==> config.mk <==
export PLATFORM = sky130hd
export DESIGN_NAME = i2crb_ctrl
export DESIGN_NICKNAME = d
export VERILOG_FILES = /design/src/assert_macros.svh /design/src/i2crb_pkg.sv /design/src/i2crb_ctrl.sv
export SDC_FILE = /design/constraint.sdc
export NUM_CORES = 1
export LEC_CHECK = 0
export BUFFER_PORTS_ARGS = -buffer_cell sky130_fd_sc_hd__buf_2
export CAP_MARGIN = 25
export CORE_AREA = 2 2 39 41
export CTS_CLUSTER_DIAMETER = 50
export CTS_CLUSTER_SIZE = 40
export DETAILED_ROUTE_END_ITERATION = 7
export DIE_AREA = 0 0 41 43
export PLACE_DENSITY = 0.37
export SLEW_MARGIN = 0
export SYNTH_ARGS = -nofsm -noshare
export SYNTH_HDL_FRONTEND = slang
export SYNTH_SLANG_ARGS = --single-unit
==> constraint.sdc <==
create_clock -name clock -period 1.08 [get_ports clock]
set_clock_uncertainty 0.05 [all_clocks]
set_input_delay 0.054 -clock clock [delete_from_list [all_inputs] [get_ports clock]]
set_output_delay 0.054 -clock clock [all_outputs]
set_load 0.03 [all_outputs]
==> src/assert_macros.svh <==
// Assertion helpers used by the top-level RTL.
`ifndef ASSERT_MACROS_SVH
`define ASSERT_MACROS_SVH

// The property must hold at every rising clock edge outside reset.
`define ASSERT_PROP(lbl, clk, rst, prop, msg) \
   lbl: assert property (@(posedge clk) disable iff (rst) (prop)) else $error(msg);

// The expression must never be true outside reset.
`define ASSERT_NEVER(lbl, clk, rst, expr, msg) \
   lbl: assert property (@(posedge clk) disable iff (rst) !(expr)) else $error(msg);

`endif

==> src/i2crb_pkg.sv <==
`timescale 1ns / 1ps

package i2crb_pkg;

   // Event codes carried with each input transaction.
   typedef enum logic [2:0] {
      FUNC_START_WRITE = 3'd0,
      FUNC_START_READ  = 3'd1,
      FUNC_WRITE_BYTE  = 3'd2,
      FUNC_READ_BYTE   = 3'd3,
      FUNC_OTHER       = 3'd4
   } func_type;

   // Configuration register indexes.
   localparam logic [1:0] REG_IDENT_HIGH    = 2'd0;
   localparam logic [1:0] REG_IDENT_LOW     = 2'd1;
   localparam logic [1:0] REG_DISCRIMINATOR = 2'd2;

   localparam logic [15:0] ID_HIGH_ADDR = 16'h3107;
   localparam logic [15:0] ID_LOW_ADDR  = 16'h3108;
   localparam logic [15:0] DISC_ADDR    = 16'h3109;
   localparam logic [7:0]  OUT_OF_WINDOW = 8'hFF;

   localparam logic [1:0] ADDR_BYTES_FULL = 2'd2;

   typedef enum logic [2:0] {
      ST_CLEAR = 3'b001,
      ST_IDLE  = 3'b010,
      ST_EXEC  = 3'b100
   } state_type;

   typedef struct packed {
      logic clr_en;
      logic accept;
      logic load;
   } ctl_cmd_type;

   typedef struct packed {
      logic clr_last;
      logic out_free;
   } dp_status_type;

   // Identification values and per-entry write strobes from the CSR block.
   typedef struct packed {
      logic [2:0] we;
      logic [7:0] ident_high;
      logic [7:0] ident_low;
      logic [7:0] discriminator;
   } id_cfg_type;

endpackage

==> src/i2crb_ctrl.sv <==
`timescale 1ns / 1ps

module i2crb_ctrl
   import i2crb_pkg::*;
(
   input  logic          clock,
   input  logic          reset,
   input  logic          req_tvalid,
   output logic          req_tready,
   input  dp_status_type status,
   output ctl_cmd_type   cmd
);

   state_type state_ff, state_in;

   always_comb begin
      state_in = state_ff;
      cmd      = '0;
      unique case (state_ff)
         ST_CLEAR: begin
            cmd.clr_en = 1'b1;
            if (status.clr_last) begin
               state_in = ST_IDLE;
            end
         end
         ST_IDLE: begin
            if (req_tvalid) begin
               cmd.accept = 1'b1;
               state_in   = ST_EXEC;
            end
         end
         ST_EXEC: begin
            // Hold here until the output register can take the result.
            if (status.out_free) begin
               cmd.load = 1'b1;
               state_in = ST_IDLE;
            end
         end
         default: begin
            state_in = ST_CLEAR;
         end
      endcase
   end

   assign req_tready = (state_ff == ST_IDLE);

   always_ff @(posedge clock) begin
      if (reset) begin
         state_ff <= ST_CLEAR;
      end else begin
         state_ff <= state_in;
      end
   end

endmodule

# After elaboration in Yosys (flattened, before gate mapping)
# Index checks and enable logic that the tools add are counted.
[word_totals]
register_bits = 3
out_inout_bits = 4
word_cells = 17
[op_classes]
eq_ne = 6
n_mux = 9
reduce_logical = 1
[ops]
columns = ["cell", "n"]
rows = [
  ["3-bit two-way mux", 3],
  ["3-bit case mux with 3 select lines", 1],
  ["2-bit inequality test (second input constant)", 3],
  ["1-bit two-way mux", 5],
  ["3-bit by 1-bit == test with 1-bit output (second input constant)", 1],
  ["3-bit by 2-bit == test with 1-bit output (second input constant)", 1],
  ["3-bit == test (second input constant)", 1],
  ["3-bit AND reduction", 1],
]

# Depth between registers and ports, before layout
# Gate-level depths: netlist of run 1.
[logic_depth]
word_depth = 3
mapped_depth = 3
depth_no_buf = 3

# Worst setup path before layout of run 1
# Ideal clock, no wire load.
[synth_path]
path_type = "register to register"
start = "register state_ff[0]"
end = "register state_ff[1]"
setup_ps = 62
t_arrival_ps = 1433
t_required_ps = 968
path_slack_ps = -465
path_stages_with_launch = 3
n_path_buf = 0
synth_period_minus_slack_ps = 1545
path_cell_list = "dfxtp_1 -> nor3b_1 -> o31a_1"
[synth_via]
elab_chain_len = 3
[synth_lines]
columns = ["item", "line_no", "text"]
rows = [
  ["start, declared", "i2crb_ctrl.sv:14", "state_type state_ff, state_in;"],
  ["start signal, assigned", "i2crb_ctrl.sv:51", "state_ff <= state_in;"],
  ["3-bit by 1-bit == test with 1-bit output (tied with other cells)", "i2crb_ctrl.sv:19", "unique case (state_ff)"],
  ["2-bit inequality test (no source line)", "-", ""],
  ["3-bit AND reduction (no source line)", "-", ""],
]
# Several ways; a longest one is shown, not always the timed one.
# A chain may end at the register's enable or synchronous reset.

==> results.cfg, run 1 <==
[routing]
postRouteAntennaNets = 0
detailedRoute.firstIterationViolations = 0
via_per_inst = 3.87
wl_met1_um = 163
via_count = 209
highest_layer = met3
dr.pass1.iters = 1
wl_met2_um = 298
detail_route.wl_per_cell_um = 8.81
drc = 0
drt_wl_total_um = 476
dr_wl_met3_um = 14

[critical_path]
end_kind = output port
path_max_fanout = 4
path_class = reg2out
worstPathRequired_ns = 0.98
worst_ep_arrival_time_ns = 1.11
start_kind = register

[timing]
setup_ws_ns = -0.138
fin_crit_sh = 1.13
grt_setup_unrepaired = true
hold_viol_final = 0
tightestPinTransition_ns = 0.241
slew_headroom = 0.837
max_clock_freq_ghz = 0.821
totalNegativeSetupSlack_ns = -0.521
post-route-min-period_ns = 1.22
setup_viol = 7
drv_slew = 0

[power]
p_sw_frac = 0.306
pwr-share-seq = 0.259
pwr-share-clk = 0.299
power.internal_uw = 446
p_per_area_nw_per_um2 = 1660
p_switching_uw = 197
p_leak_uw = 0.000165
p_comb_frac = 0.442
vdd_ir_drop_max_mv = 0.240

[yosys]
ys_seq_area_frac = 0.338
yosys.area.top_type = dfxtp_1
synth_edf_count = 0
syn_avg_cell_area_um2 = 10.5
netlist_area_um2 = 178
ys_top_cells_by_count = 3 x dfxtp_1, 3 x nor2_1
yosys_most_used_dff = dfxtp_1
syn_inst = 17
synth-async-reset-ratio = 0
yosys.area.top_type_share = 0.338
synth.area.top_cells = dfxtp_1 34%, nor4b_2 8.5%, and4bb_1 7.0%
yosysUniqueCellTypes = 13
yosysWarnings = 0
ys_ff_latch = 3
synthesis.nets = 22

[grt]
grt_max_degree = 7
overflow = 0
grt_usage = 0.0782
antenna_found_initial = 0
grt_pass1_vias = 239
grt_pass1_wl_um = 890

[clocking]
clock-sinks = 3
cts_tree = yes
cts-root-buf = clkbuf_4
clock_latency_ns = 0.23
cts_made_buffers = 3
htreeDepth = 1
path_clk_slew_ns = 0.04
clk_path_buf_depth = 2

[floorplanning]
die_area_um2 = 1760
io_pins = 9
die_w_um = 41
core_um2 = 1380
start_util = 0.128
std_cell_rows = 14
die_h_um = 43

[flow_run]
cap_violations = 0

[place]
dpl.hpwl_um = 337
place_congestion = 0.694
dp.cells = 45
port_buffers = 8

[cells_and_area]
drive_above_1_share = 0.737
top_register = state_ff
nNetsFinal = 44
fin_util = 0.279
reg_top3 = state_ff (3)
antenna_cells = 0
fill_cells = 155
largest_reg_flops = 3
fin_cells = 54
areaGrowthSynthToFinish_pct = 118

[run_status]
status = finished with violations
violations = setup timing

[hold_path]
worstHoldPathType = in2reg
==> routing by layer <==
| layer | vias to the layer above | track usage |
|---|---|---|
| met4 | 0 | 0.0800 |
| li1 | 107 | - |
| met5 | - | 0 |
| met2 | 3 | 0.125 |
| met1 | 99 | 0.0737 |
| met3 | 0 | 0.0157 |
==> cell families (layout without fill, tap and decap cells) <==
logic type | count (synthesis) | after routing | share of synthesized area
AND/OR/NAND/NOR | 11 | 11 | 0.535
XOR/XNOR | 1 | 1 | 0.0493
buffers and inverters | 0 | 21 | 0
flip-flops | 3 | 3 | 0.338
AO/OA/AOI/OAI | 2 | 2 | 0.0774
==> layout make-up <==
cell class	count	area (um2)	area share
Timing Repair Buffer	17	133	0.343
Sequential cell	3	71.3	0.184
Multi-Input combinational cell	14	136	0.353
Tap cell	16	20.0	0.0518
Clock buffer	4	26.3	0.0680
==> timing repair <==
| item | in CTS | in global routing |
|---|---|---|
| resized for setup | 9 | 1 |
| buffers inserted | 3 | 1 |
| hold buffers | 1 | 0 |
| pin swaps | 3 | 3 |
| endpoints found under the hold margin | 1 | 0 |
| endpoints found under the setup margin | 6 | 7 |
==> worst max-delay path, cell delays in order (launching register included) <==
cell     delay, ns
dfxtp_4       0.35
nor3b_4       0.23
and2_4        0.18
buf_6         0.12
==> layout by cell type (no fill, tap or decap) <==
master / netlist / layout
dlygate4sd3_1: 0 / 1
dfxtp_4: 0 / 3
and2b_1: 1 / 1
buf_6: 0 / 4
nor2_1: 3 / 3
buf_2: 0 / 5
clkbuf_1: 0 / 1
o21ai_0: 1 / 1
o31a_1: 1 / 1
and4bb_2: 0 / 1
clkbuf_4: 0 / 3
buf_4: 0 / 7
nor4b_1: 1 / 1
and2_4: 0 / 1
nor3b_4: 0 / 2
nor4_2: 1 / 1
nor4b_2: 1 / 1
xnor2_1: 1 / 1
==> power groups by stage <==
stage / logic, uW / registers [uW] / clock network, uW
6_report: 284 / 167 / 192
3_3_place_gp: 216 / 172 / 0
3_5_place_dp: 216 / 172 / 0
2_1_floorplan: 135 / 172 / 0
4_1_cts: 281 / 164 / 204
5_1_grt: 309 / 172 / 213
==> worst paths after layout <==
| check | to | cells past startpoint | slack [ns] | start |
|---|---|---|---|---|
| setup / recovery | cmd[1] | 3 | -0.14 | state_ff[2]$_SDFFE_PP0P_ |
| setup reg to reg | state_ff[2]$_SDFFE_PP0P_ | 4 | -0.08 | state_ff[2]$_SDFFE_PP0P_ |
| hold reg to reg | state_ff[2]$_SDFFE_PP0P_ | 3 | 0.58 | state_ff[1]$_SDFFE_PP0P_ |
| hold / removal | state_ff[2]$_SDFFE_PP0P_ | 4 | 0.13 | status[0] |
==> per-stage QoR <==
step	total power [uW]	hold slack, ns	area, um2	setup slack, ns
floorplan	307	0.0676	201	-0.131
global placement	388	0.193	292	-0.0382
detailed placement	388	0.196	292	-0.0240
CTS	650	0.121	377	-0.163
global route	693	0.132	387	-0.198
finish	643	0.127	387	-0.138
(Power assumes the default switching activity.)
==> inputs of run 2 (changes only) <==
ABC_AREA = 1   (was default)
PLACE_DENSITY = 0.36   (was 0.37)
==> results.cfg, run 2 <==
[run_status]
status = finished with violations
violations = setup timing

[floorplanning]
core_um2 = 1380
die_h_um = 43
start_util = 0.119
io_pins = 9
std_cell_rows = 14
die_area_um2 = 1760
die_w_um = 41

[yosys]
yosys_most_used_dff = dfxtp_1
synthesis.nets = 33
yosysWarnings = 0
syn_inst = 28
synth_edf_count = 0
ys_ff_latch = 3
yosys.area.top_type = dfxtp_1
synth.most_common_cell = inv_1
synth.area.top_cells = dfxtp_1 36%, nand3_1 18%, inv_1 18%
ys_top_cells_by_count = 8 x inv_1, 6 x nand3_1, 6 x nor2_1
synth-async-reset-ratio = 0
yosys.area.top_type_share = 0.364
ys_seq_area_frac = 0.364
syn_avg_cell_area_um2 = 5.90
netlist_area_um2 = 165
yosysUniqueCellTypes = 7

[grt]
grt_pass1_wl_um = 648
grt_usage = 0.0592
antenna_found_initial = 0
grt_pass1_vias = 185
grt_max_degree = 5
overflow = 0

[critical_path]
path_class = reg2out
reg2reg_depth = 6
worst_ep_arrival_time_ns = 0.99
end_kind = output port
r2r-end = state_ff[1]$_SDFFE_PP0P_
r2r_start = state_ff[0]$_SDFFE_PP1P_
r2r_setup_slack_ns = 0.13
worstPathRequired_ns = 0.98
path_max_fanout = 4
start_kind = register

[cells_and_area]
final_cell_mix = 7 x inv_1, 6 x nand3_1, 4 x nor2_1, 4 x buf_2
largest_reg_flops = 3
drive_above_1_share = 0.465
reg_top3 = state_ff (3)
top_register = state_ff
nNetsFinal = 49
fin_util = 0.225
postLayoutCellArea_um2 = 312
antenna_cells = 0
areaGrowthSynthToFinish_pct = 88.6
final_common_cell = inv_1
fill_cells = 160

[clocking]
clock-sinks = 3
cts-root-buf = clkbuf_4
clock_latency_ns = 0.23
path_clk_slew_ns = 0.04
cts_made_buffers = 3
clk_path_buf_depth = 2
cts_tree = yes
htreeDepth = 1

[place]
place_congestion = 0.608
port_buffers = 8
place_area_um2 = 225
dpl.hpwl_um = 356

[hold_path]
whs_endpoint = state_ff[0]$_SDFFE_PP1P_
hold_start = status[1]
hold_path_depth = 4
worstHoldPathType = in2reg

[timing]
totalNegativeSetupSlack_ns = -0.0119
hold_viol_final = 0
setup_ws_ns = -0.0119
fin_crit_sh = 1.01
slew_headroom = 0.912
setup_viol = 1
tightestPinTransition_ns = 0.131
post-route-min-period_ns = 1.09
max_clock_freq_ghz = 0.916
drv_slew = 0
grt_setup_unrepaired = true

[flow_run]
cap_violations = 0

[routing]
postRouteAntennaNets = 0
via_count = 216
drc = 0
detailedRoute.firstIterationViolations = 0
via_per_inst = 3.66
drt_wl_total_um = 453
dr.pass1.iters = 1
detail_route.wl_per_cell_um = 7.68

[power]
p_per_area_nw_per_um2 = 1680
p_leak_uw = 0.000173
vdd_ir_drop_max_mv = 0.728
[run 2: report_power, final]
part	internal [uW]	leakage (uW)	switching [uW]
logic	74.6	0.000132	97.4
clock network	138	0.0000150	57.5
registers	134	0.0000256	21.6
[run 2: cell type report]
cell class | count | area, um2 | area share
clock buffers | 4 | 26.3 | 0.0843
flip-flops and latches | 3 | 66.3 | 0.213
well taps | 16 | 20.0 | 0.0643
multi-input cells | 17 | 82.6 | 0.265
inverters | 8 | 30.0 | 0.0964
repair buffers | 11 | 86.3 | 0.277
[run 2: metrics by stage]
stage	worst slack, ns	total power [uW]	hold slack (ns)	cells
after detailed placement	0.154	284	0.179	52
after CTS	-0.0225	524	0.0882	58
after global routing	-0.0597	562	0.100	59
after floorplan	0.0449	244	0.0731	28
after global placement	0.150	284	0.181	52
final	-0.0119	523	0.0908	59
[run 2: timing repair]
action,4_1_cts,5_1_grt
hold buffers,1,0
gates resized for setup,11,4
setup buffers,1,1
pin swaps,3,2
endpoints found under the hold margin,2,0
setup endpoints to repair,4,4
[run 2: how the worst max path moves through the flow]
stage	from	end	slack [ns]	cells past startpoint
2_1_floorplan	state_ff[1]$_SDFFE_PP0P_	cmd[0]	0.04	3
3_3_place_gp	state_ff[1]$_SDFFE_PP0P_	cmd[0]	0.15	4
3_5_place_dp	state_ff[1]$_SDFFE_PP0P_	cmd[0]	0.15	4
4_1_cts	state_ff[0]$_SDFFE_PP1P_	cmd[0]	-0.02	4
5_1_grt	state_ff[1]$_SDFFE_PP0P_	cmd[0]	-0.06	4
6_report	state_ff[0]$_SDFFE_PP1P_	cmd[0]	-0.01	4
[run 2: critical path, cell delays in order, from the launching register on]
cell and delay [ns]:
dfxtp_4 0.35, nor2_2 0.09, nand2_1 0.07, nor2_1 0.08, buf_4 0.16
[run 2: layer usage]
layer / vias to the layer above / GRT usage / part of all wire
li1: 116 / - / -
met1: 95 / 0.0481 / 0.42
met2: 5 / 0.0906 / 0.51
met3: 0 / 0.0471 / 0.068
met4: 0 / 0.0400 / 0
met5: - / 0 / 0
[run 2: kinds of logic (layout without fill, tap and decap cells)]
group / after synthesis / count (layout) / synth area share
flip-flops: 3 / 3 / 0.364
AO/OA/AOI/OAI: 1 / 1 / 0.0303
buffers and inverters: 8 / 23 / 0.182
AND/OR/NAND/NOR: 16 / 16 / 0.424
==> inputs of run 3 (changes only) <==
PLACE_DENSITY = default   (was 0.36)
PLACE_DENSITY_LB_ADDON = 0.08   (was default)
==> results.cfg, run 3 (synthesis gave the netlist of run 2 again) <==
[floorplanning]
start_util = 0.119
std_cell_rows = 14
die_h_um = 43
die_w_um = 41
io_pins = 9
die_area_um2 = 1760
core_um2 = 1380

[grt]
grt_pass1_wl_um = 724
grt_max_degree = 5
overflow = 0
antenna_found_initial = 0
grt_pass1_vias = 220
grt_usage = 0.0662

[power]
p_per_area_nw_per_um2 = 1610
vdd_ir_drop_max_mv = 0.513
p_leak_uw = 0.000185
power_uw = 558

[critical_path]
worst_ep_arrival_time_ns = 1.01
worstPathRequired_ns = 0.98
path_max_fanout = 4
start_kind = register
path_class = reg2out
r2r_start = state_ff[1]$_SDFFE_PP0P_
cp-startpoint = state_ff[1]$_SDFFE_PP0P_
end_kind = output port

[timing]
grt_setup_unrepaired = true
slew_headroom = 0.925
setup_ws_ns = -0.0352
tightestPinTransition_ns = 0.112
setup_viol = 2
post-route-min-period_ns = 1.12
fin_crit_sh = 1.03
max_clock_freq_ghz = 0.897
hold_viol_final = 0
whs_ns = 0.0732
drv_slew = 0

[clocking]
cts_made_buffers = 3
cts_tree = yes
clock-sinks = 3
path_clk_slew_ns = 0.04
clock_latency_ns = 0.23
htreeDepth = 1
cts-root-buf = clkbuf_4
clk_path_buf_depth = 2

[flow_run]
cap_violations = 0

[routing]
postRouteAntennaNets = 0
drt_wl_total_um = 470
detailedRoute.firstIterationViolations = 2
via_count = 228
via_per_inst = 3.74
drc = 0
detail_route.wl_per_cell_um = 7.70
dr.pass1.iters = 4

[cells_and_area]
final_common_cell = inv_1
top_register = state_ff
fill_cells = 163
drive_above_1_share = 0.556
final_cell_mix = 6 x inv_1, 5 x nand3_1, 4 x buf_2, 4 x buf_6, 4 x buf_4
nNetsFinal = 51
areaGrowthSynthToFinish_pct = 111
fin_cells = 61
largest_reg_flops = 3
antenna_cells = 0
reg_top3 = state_ff (3)
fin_util = 0.251

[place]
dp.cells = 52
port_buffers = 8
dpl.hpwl_um = 345
place_congestion = 0.645
pre_cts_slack_ns = 0.121

[hold_path]
hold_start = req_tvalid
worstHoldPathType = in2reg

[run_status]
status = finished with violations
violations = setup timing
==> run 3: path summary, 6_finish.rpt <==
check | to | slack (ns) | cells after the start
worst max-delay path | cmd[0] | -0.04 | 4
worst min-delay path | state_ff[1]$_SDFFE_PP0P_ | 0.07 | 4
worst max register to register | state_ff[1]$_SDFFE_PP0P_ | 0.06 | 6
worst min register to register | state_ff[2]$_SDFFE_PP0P_ | 0.50 | 2
==> run 3: metal layers <==
metal  global-route usage  routed length [um]  vias to the layer above  share of wire
met1               0.0641                 185                      100           0.39
met3               0.0157                  25                        0          0.053
li1                     -                   -                      122              -
met5                    0                   0                        -              0
met2               0.0875                 259                        6           0.55
met4                0.100                   0                        0              0
==> run 3: critical path: stages (launching register included) <==
cell and delay [ns]:
dfxtp_4 0.35, nor2_4 0.12, nand2_2 0.06, nor2_2 0.11
buf_6 0.13
==> run 3: layout make-up <==
type | count | area [um2] | area share
Timing Repair Buffer | 13 | 105 | 0.302
Inverter | 8 | 32.5 | 0.0935
Clock buffer | 4 | 26.3 | 0.0755
Multi-Input combinational cell | 17 | 95.1 | 0.273
Sequential cell | 3 | 68.8 | 0.198
Tap cell | 16 | 20.0 | 0.0576
==> run 3: report_power, final <==
group	leakage, uW	internal [uW]	switching [uW]
Combinational	0.000144	95.9	103
Sequential	0.0000259	135	31.4
Clock	0.0000150	138	54.8
==> run 3: timing repair <==
item,CTS,global route
endpoints found under the setup margin,4,4
pin swaps,2,3
resized for setup,12,10
endpoints found under the hold margin,2,0
setup buffers,4,0
hold buffers,1,0
==> run 3: metrics by stage <==
step                      instance area (um2)  setup TNS (ns)
final                                     348         -0.0526
after global routing                      348          -0.202
after CTS                                 323         -0.0584
after detailed placement                  225               0
after global placement                    225               0
after floorplan                           165               0
